### src/design/assert_macros.svh
// Assertion macros used by pczb_ctrl.
// No dependencies.
`ifndef ASSERT_MACROS_SVH
`define ASSERT_MACROS_SVH

// Clocked check, disabled while the asynchronous reset is asserted.
`define CHK_PROP(lbl, clk, rst_n, prop) \
	lbl: assert property (@(posedge clk) disable iff (!rst_n) prop) \
		else $error("check failed");

// Clocked check that also holds through reset.
`define CHK_ALWAYS(lbl, clk, prop) \
	lbl: assert property (@(posedge clk) prop) \
		else $error("check failed");

`endif

### src/design/pczb_pkg.sv
// Types, codes and the depth glyph function of the point cloud z-buffer renderer.
// No dependencies.
package pczb_pkg;

	localparam logic [1:0] CMD_CLEAR = 2'd0;
	localparam logic [1:0] CMD_PLOT  = 2'd1;
	localparam logic [1:0] CMD_READ  = 2'd2;
	localparam logic [1:0] CMD_NOP   = 2'd3;

	localparam logic [2:0] CFG_COS  = 3'd0;
	localparam logic [2:0] CFG_SIN  = 3'd1;
	localparam logic [2:0] CFG_OFF  = 3'd2;
	localparam logic [2:0] CFG_COLS = 3'd3;
	localparam logic [2:0] CFG_ROWS = 3'd4;

	localparam logic [2:0] MUL_XC   = 3'd0;
	localparam logic [2:0] MUL_ZS   = 3'd1;
	localparam logic [2:0] MUL_ZC   = 3'd2;
	localparam logic [2:0] MUL_XS   = 3'd3;
	localparam logic [2:0] MUL_CNUM = 3'd4;
	localparam logic [2:0] MUL_RNUM = 3'd5;

	localparam logic [1:0] ACC_RX_LD  = 2'd0;
	localparam logic [1:0] ACC_RX_SUB = 2'd1;
	localparam logic [1:0] ACC_RZ_LD  = 2'd2;
	localparam logic [1:0] ACC_RZ_ADD = 2'd3;

	localparam int TZW = 28;   // translated depth
	localparam int AW  = 29;   // multiplier operand A
	localparam int BW  = 18;   // multiplier operand B
	localparam int PW  = 47;   // product
	localparam int NW  = 40;   // divider numerator magnitude
	localparam int DW  = 29;   // divider denominator
	localparam int NEAR_LIMIT = 65;
	localparam logic [7:0] SPACE = 8'h20;

	localparam logic [7:0] RAMP [0:8] = '{8'h2E, 8'h2C, 8'h3A, 8'h3B, 8'h6F,
		8'h78, 8'h25, 8'h23, 8'h40};

	typedef struct packed {
		logic [1:0]         cmd;
		logic signed [23:0] vertex_x;
		logic signed [23:0] vertex_y;
		logic signed [23:0] vertex_z;
		logic [6:0]         read_col;
		logic [5:0]         read_row;
	} item_t;

	typedef struct packed {
		logic [7:0] glyph;
		logic       plotted;
		logic [6:0] screen_col;
		logic [5:0] screen_row;
	} result_t;

	typedef enum logic [1:0] {EM_NONE, EM_SPACE, EM_PLOT, EM_READ} emit_t;

	typedef enum logic [4:0] {
		ST_INIT, ST_IDLE, ST_CLR, ST_EMPTY, ST_M0, ST_M1, ST_M2, ST_M3, ST_M4,
		ST_TZ, ST_MC, ST_DC, ST_DCI, ST_DR, ST_DRI, ST_CHK, ST_UPD, ST_RD, ST_RDO
	} state_t;

	typedef struct packed {
		logic       load;
		logic       mul_en;
		logic [2:0] mul_sel;
		logic       acc_en;
		logic [1:0] acc_sel;
		logic       tz_en;
		logic       div_load;
		logic       div_row;
		logic       div_step;
		logic       sweep;
		logic       mem_rd;
		logic       rd_pix;
		emit_t      emit;
	} ctl_t;

	typedef struct packed {
		logic drop_early;
		logic div_last;
		logic sweep_last;
	} status_t;

	function automatic logic [7:0] glyph_of(input logic [23:0] d);
		logic [3:0]  idx;
		logic [17:0] diff;
		idx = 4'd0;
		diff = 18'(24'd262144 - d);
		if (d <= 24'd98304) begin
			idx = 4'd8;
		end else if (d < 24'd262144) begin
			for (int k = 1; k < 8; k++) begin
				if (diff >= 18'(k * 20480)) idx = 4'(k);
			end
		end
		return RAMP[idx];
	endfunction

endpackage

### src/design/pczb_ctrl.sv
// Sequencer of the renderer: steps the datapath through each command.
// Depends on pczb_pkg and assert_macros.svh.
`include "assert_macros.svh"
module pczb_ctrl (
	input  logic              clk,
	input  logic              arst_n,
	input  logic              start,
	input  logic [1:0]        cmd,
	input  pczb_pkg::status_t st,
	output pczb_pkg::ctl_t    ctl,
	output logic              busy
);

	pczb_pkg::state_t state_q, state_d;

	always_ff @(posedge clk or negedge arst_n) begin
		if (!arst_n) state_q <= pczb_pkg::ST_INIT;
		else state_q <= state_d;
	end

	assign busy = (state_q != pczb_pkg::ST_IDLE);

	always_comb begin
		state_d = state_q;
		ctl = '0;
		ctl.emit = pczb_pkg::EM_NONE;
		unique case (state_q)
			pczb_pkg::ST_INIT: begin
				ctl.sweep = 1'b1;
				if (st.sweep_last) state_d = pczb_pkg::ST_IDLE;
			end
			pczb_pkg::ST_IDLE: begin
				if (start) begin
					ctl.load = 1'b1;
					unique case (cmd)
						pczb_pkg::CMD_CLEAR: state_d = pczb_pkg::ST_CLR;
						pczb_pkg::CMD_PLOT:  state_d = pczb_pkg::ST_M0;
						pczb_pkg::CMD_READ:  state_d = pczb_pkg::ST_RD;
						default:             state_d = pczb_pkg::ST_EMPTY;
					endcase
				end
			end
			pczb_pkg::ST_CLR: begin
				ctl.sweep = 1'b1;
				if (st.sweep_last) state_d = pczb_pkg::ST_EMPTY;
			end
			pczb_pkg::ST_EMPTY: begin
				ctl.emit = pczb_pkg::EM_SPACE;
				state_d = pczb_pkg::ST_IDLE;
			end
			pczb_pkg::ST_M0: begin
				ctl.mul_en = 1'b1;
				ctl.mul_sel = pczb_pkg::MUL_XC;
				state_d = pczb_pkg::ST_M1;
			end
			pczb_pkg::ST_M1: begin
				ctl.mul_en = 1'b1;
				ctl.mul_sel = pczb_pkg::MUL_ZS;
				ctl.acc_en = 1'b1;
				ctl.acc_sel = pczb_pkg::ACC_RX_LD;
				state_d = pczb_pkg::ST_M2;
			end
			pczb_pkg::ST_M2: begin
				ctl.mul_en = 1'b1;
				ctl.mul_sel = pczb_pkg::MUL_ZC;
				ctl.acc_en = 1'b1;
				ctl.acc_sel = pczb_pkg::ACC_RX_SUB;
				state_d = pczb_pkg::ST_M3;
			end
			pczb_pkg::ST_M3: begin
				ctl.mul_en = 1'b1;
				ctl.mul_sel = pczb_pkg::MUL_XS;
				ctl.acc_en = 1'b1;
				ctl.acc_sel = pczb_pkg::ACC_RZ_LD;
				state_d = pczb_pkg::ST_M4;
			end
			pczb_pkg::ST_M4: begin
				ctl.acc_en = 1'b1;
				ctl.acc_sel = pczb_pkg::ACC_RZ_ADD;
				state_d = pczb_pkg::ST_TZ;
			end
			pczb_pkg::ST_TZ: begin
				ctl.tz_en = 1'b1;
				state_d = pczb_pkg::ST_MC;
			end
			pczb_pkg::ST_MC: begin
				if (st.drop_early) begin
					ctl.emit = pczb_pkg::EM_SPACE;
					state_d = pczb_pkg::ST_IDLE;
				end else begin
					ctl.mul_en = 1'b1;
					ctl.mul_sel = pczb_pkg::MUL_CNUM;
					state_d = pczb_pkg::ST_DC;
				end
			end
			pczb_pkg::ST_DC: begin
				ctl.div_load = 1'b1;
				ctl.mul_en = 1'b1;
				ctl.mul_sel = pczb_pkg::MUL_RNUM;
				state_d = pczb_pkg::ST_DCI;
			end
			pczb_pkg::ST_DCI: begin
				ctl.div_step = 1'b1;
				if (st.div_last) state_d = pczb_pkg::ST_DR;
			end
			pczb_pkg::ST_DR: begin
				ctl.div_load = 1'b1;
				ctl.div_row = 1'b1;
				state_d = pczb_pkg::ST_DRI;
			end
			pczb_pkg::ST_DRI: begin
				ctl.div_step = 1'b1;
				if (st.div_last) state_d = pczb_pkg::ST_CHK;
			end
			pczb_pkg::ST_CHK: begin
				ctl.mem_rd = 1'b1;
				state_d = pczb_pkg::ST_UPD;
			end
			pczb_pkg::ST_UPD: begin
				ctl.emit = pczb_pkg::EM_PLOT;
				state_d = pczb_pkg::ST_IDLE;
			end
			pczb_pkg::ST_RD: begin
				ctl.mem_rd = 1'b1;
				ctl.rd_pix = 1'b1;
				state_d = pczb_pkg::ST_RDO;
			end
			pczb_pkg::ST_RDO: begin
				ctl.emit = pczb_pkg::EM_READ;
				state_d = pczb_pkg::ST_IDLE;
			end
			default: state_d = pczb_pkg::ST_INIT;
		endcase
	end

	`CHK_PROP(a_busy_after_accept, clk, arst_n, (start && !busy) |=> busy)
	`CHK_PROP(a_emit_then_idle, clk, arst_n, (ctl.emit != pczb_pkg::EM_NONE) |=> !busy)
	`CHK_PROP(a_idle_only_after_result, clk, arst_n,
		$fell(busy) |-> ($past(ctl.emit != pczb_pkg::EM_NONE) || $past(state_q == pczb_pkg::ST_INIT)))

endmodule

### config.mk
export PLATFORM = sky130hd
export DESIGN_NAME = pczb_ctrl
export DESIGN_NICKNAME = d
export VERILOG_FILES = /design/src/design/pczb_pkg.sv /design/src/design/pczb_ctrl.sv
export VERILOG_INCLUDE_DIRS = /design/src /design/src/design
export SDC_FILE = /design/constraint.sdc
export NUM_CORES = 1
export LEC_CHECK = 0
export BUFFER_PORTS_ARGS = -buffer_cell sky130_fd_sc_hd__buf_4
export CORE_UTILIZATION = 43
export DETAILED_ROUTE_END_ITERATION = 8
export PLACE_DENSITY = 0.78
export SYNTH_ARGS = -nofsm -noshare
export SYNTH_HDL_FRONTEND = slang
export SYNTH_SLANG_ARGS = --single-unit
### constraint.sdc
create_clock -name clk -period 1.3 [get_ports clk]
set_input_delay 0.195 -clock clk [delete_from_list [all_inputs] [get_ports clk]]
set_output_delay 0.195 -clock clk [all_outputs]
set_load 0.05 [all_outputs]
==> flow_summary.ini, run 1 <==
[yosys]
synth-main-ff-cell = dfrtp_1
syn_avg_cell_area_um2 = 7.19
synth-seq-cells = 5
yosysMostFrequentCell = nor2_1
postSynthNetCount = 107
synth_edf_count = 0
synth_common_cells = 12 x nor2_1, 10 x a21oi_1, 9 x nand2_1
ys_async_sr_fraction = 1.00
ys_seq_area_frac = 0.181
netlist_area_um2 = 691
ys_warn_count = 0
synthDominantCellAreaShare = 0.181
yosysTopAreaCell = dfrtp_1
yosysUniqueCellTypes = 39
synth_cells = 96
synthTopCellsByArea = dfrtp_1 18%, a21oi_1 7.2%, nor2_1 6.5%

[place]
dp_slack_ns = -0.271
placed_area_mm2 = 0.00126
post-dp-hpwl_um = 1960
gp_congestion = 0.841
io_buffers = 25

[outcome]
stop_stage = clock tree synthesis
status = did not finish
stop_error = [ERROR DPL-0038] Utilization greater than 100%, impossible to legalize

[clock_tree]
cts_inserted_buffers = 3
cts_num_sinks = 5
cts_setup_buffers = 12
cts.repair.resized = 55
htreeDepth = 1
hold_buffers = 1
clockBufferDepth = 2
cts-root-buf = clkbuf_4

[floorplanning]
ios = 26
start_util = 0.458
die_w_um = 42.1
die_y_um = 42.1
num_rows = 14
per-stage QoR:
step	util	setup TNS [ns]	hold slack [ns]	std cells
after floorplan	-	-2.73	-0.101	96
after global placement	0.838	-3.24	-0.00242	161
after detailed placement	0.838	-4.21	-0.00159	161
cell families after synthesis:
family / count (synthesis) / synth area share
flip-flops: 5 / 0.181
AO/OA/AOI/OAI: 26 / 0.286
buffers and inverters: 13 / 0.109
AND/OR/NAND/NOR: 49 / 0.370
adder cells (fa/ha/maj): 3 / 0.0544
==> inputs of run 2 (changes only) <==
--- a/config.mk
+++ b/config.mk
@@ -7,9 +7,10 @@
 export NUM_CORES = 1
 export LEC_CHECK = 0
 export BUFFER_PORTS_ARGS = -buffer_cell sky130_fd_sc_hd__buf_4
-export CORE_UTILIZATION = 43
+export CORE_AREA = 2 2 63 65
 export DETAILED_ROUTE_END_ITERATION = 8
-export PLACE_DENSITY = 0.78
+export DIE_AREA = 0 0 65 67
+export PLACE_DENSITY_LB_ADDON = 0.15
 export SYNTH_ARGS = -nofsm -noshare
 export SYNTH_HDL_FRONTEND = slang
 export SYNTH_SLANG_ARGS = --single-unit
==> constraint.sdc (replaced) <==
create_clock -name clk -period 1.7 [get_ports clk]
set_input_delay 0.255 -clock clk [delete_from_list [all_inputs] [get_ports clk]]
set_output_delay 0.255 -clock clk [all_outputs]
set_load 0.05 [all_outputs]
==> run 2 against run 1 <==
The flow now finishes, with violations (negative setup slack). Area after synthesis did not move. Synthesized cell count did not move.
==> flow_summary.ini, run 2 <==
[outcome]
violations = negative setup slack
status = finished, violations left

[finish]
largest_reg_flops = 5
utilization = 0.388
reg_top3 = state_q (5)
fin_area_mm2 = 0.00140
num-nets-final = 158
regMostFlops = state_q
final-instance-count-excl-fill = 194
nFillCells = 383
final_common_cell = buf_4
most-common-layout-cells = 38 x buf_4, 11 x buf_6, 8 x nor2_1
syn2layout_area_growth_pct = 102
n_antenna_cell = 0
drive_above_1_share = 0.664

[routing]
dr_total_vias = 874
wl_um = 2470
drtIter0Drc = 12
drc = 0
wl_per_cell_um = 12.7
drtPass1Iterations = 2
ant_nets = 0
viasPerCell = 4.51

[clock_tree]
cts_inserted_buffers = 3
cts_tree = built
cts_num_sinks = 5
clkTransAtPathRegs_ns = 0.04
cts-root-buf = clkbuf_8
htreeDepth = 1
worstSkewPairLatency_ns = 0.22
clockBufferDepth = 2

[timing]
finalWorstSetupSlack_ns = -0.0947
clock.fmax_ghz = 0.557
finalHoldViolations = 0
fin_crit_sh = 1.06
period_needed_ns = 1.79
skew_ns = 0.00324
slew_viol_final = 0
slew_headroom = 0.754
setup_viol = 9
tightest_slew_ns = 0.368
whs_ns = 0.342
fin_tns_setup_ns = -0.307
rsz0062_at_grt = yes

[yosys]
yosysTopAreaCell = dfrtp_1
ys_async_sr_fraction = 1.00
synth_cells = 96
ys_warn_count = 0
synth-main-ff-cell = dfrtp_1
synth_common_cells = 12 x nor2_1, 10 x a21oi_1, 9 x nand2_1
syn_avg_cell_area_um2 = 7.19
synthTopCellsByArea = dfrtp_1 18%, a21oi_1 7.2%, nor2_1 6.5%
yosysUniqueCellTypes = 39
postSynthNetCount = 107
yosysMostFrequentCell = nor2_1
synth_edf_count = 0
synthDominantCellAreaShare = 0.181
synth-seq-cells = 5
ys_seq_area_frac = 0.181
netlist_area_um2 = 691

[grt]
overflow = 0
grt_first_pass_wirelength_um = 3680
antenna_found_initial = 0
grt_pass1_vias = 830
grt_max_degree = 17
grt_usage = 0.109

[floorplanning]
start_util = 0.192
ios = 26
die_y_um = 67
core_area_mm2 = 0.00361
num_rows = 22
die_w_um = 65
dieArea_mm2 = 0.00436

[place]
post-dp-hpwl_um = 1790
dp_cells = 176
io_buffers = 25
placed_area_mm2 = 0.00109
dp_slack_ns = -0.0182
gp_congestion = 0.841

[worst_setup_path]
cp.required_ns = 1.44
timing.critical_path.from_type = register
setup.worst_path.end_class = output pin
arrival_ns = 1.54
path_max_fanout = 4
path_class = register to output pin

[power]
p_leak_nw = 0.601
ir_drop_v = 0.000689
p_per_area_mw_per_mm2 = 1910
power_mw = 2.67

[job]
cap_violations = 0

[hold_path]
hold_class = primary input to register
[run 2: layout make-up]
cell class | count | area (um^2) | share of cell area
multi-input combinational | 78 | 656 | 0.469
timing repair buffer | 54 | 489 | 0.350
sequential | 5 | 129 | 0.0922
tap | 48 | 60.1 | 0.0430
clock buffer | 4 | 45.0 | 0.0322
inverter | 5 | 18.8 | 0.0134
[run 2: kinds of logic (layout without fill, tap and decap cells)]
family          Yosys count  after routing  synth area share
simple gates             49             49             0.370
compound gates           26             26             0.286
buf+inv                  13             63             0.109
flops                     5              5             0.181
fa+ha+maj                 3              3            0.0544
[run 2: power by group]
group          internal, mW  switching, mW
Combinational         0.942           1.23
Clock                 0.161         0.0572
Sequential            0.174          0.109
[run 2: repair_timing]
| action | in CTS | in global routing |
|---|---|---|
| gates cloned | 0 | 0 |
| buffers inserted | 5 | 8 |
| hold endpoints to repair | 5 | 0 |
| setup endpoints to repair | 14 | 16 |
| gates resized for setup | 18 | 21 |
| pin swaps | 0 | 5 |
| hold buffers | 1 | 0 |
[run 2: metal layers]
metal / GRT usage / vias up / part of all wire
li1: - / 440 / -
met1: 0.135 / 414 / 0.45
met2: 0.189 / 18 / 0.50
met3: 0.0287 / 2 / 0.036
met4: 0.0239 / 0 / 0.0049
met5: 0 / - / 0
[run 2: path summary, 6_finish.rpt]
check                           startpoint  depth (start not counted)    endpoint  slack, ns
worst max-delay path            state_q[2]                          6     ctl[15]      -0.09
worst min-delay path                 st[1]                          3  state_q[2]       0.34
worst max register to register  state_q[2]                          6  state_q[1]      -0.02
worst min register to register  state_q[4]                          2  state_q[2]       0.75
max in group asynchronous           arst_n                          2  state_q[0]       1.20
min in group asynchronous           arst_n                          2  state_q[2]       0.38
[run 2: worst max-delay path: stages (launching register included)]
cell and delay, ns:
dfrtp_1 0.41, buf_12 0.15, and2b_4 0.25, nand2_2 0.06
a21oi_2 0.11, o21bai_1 0.12, buf_4 0.21
Note: power is estimated with default switching activity, not from simulation.
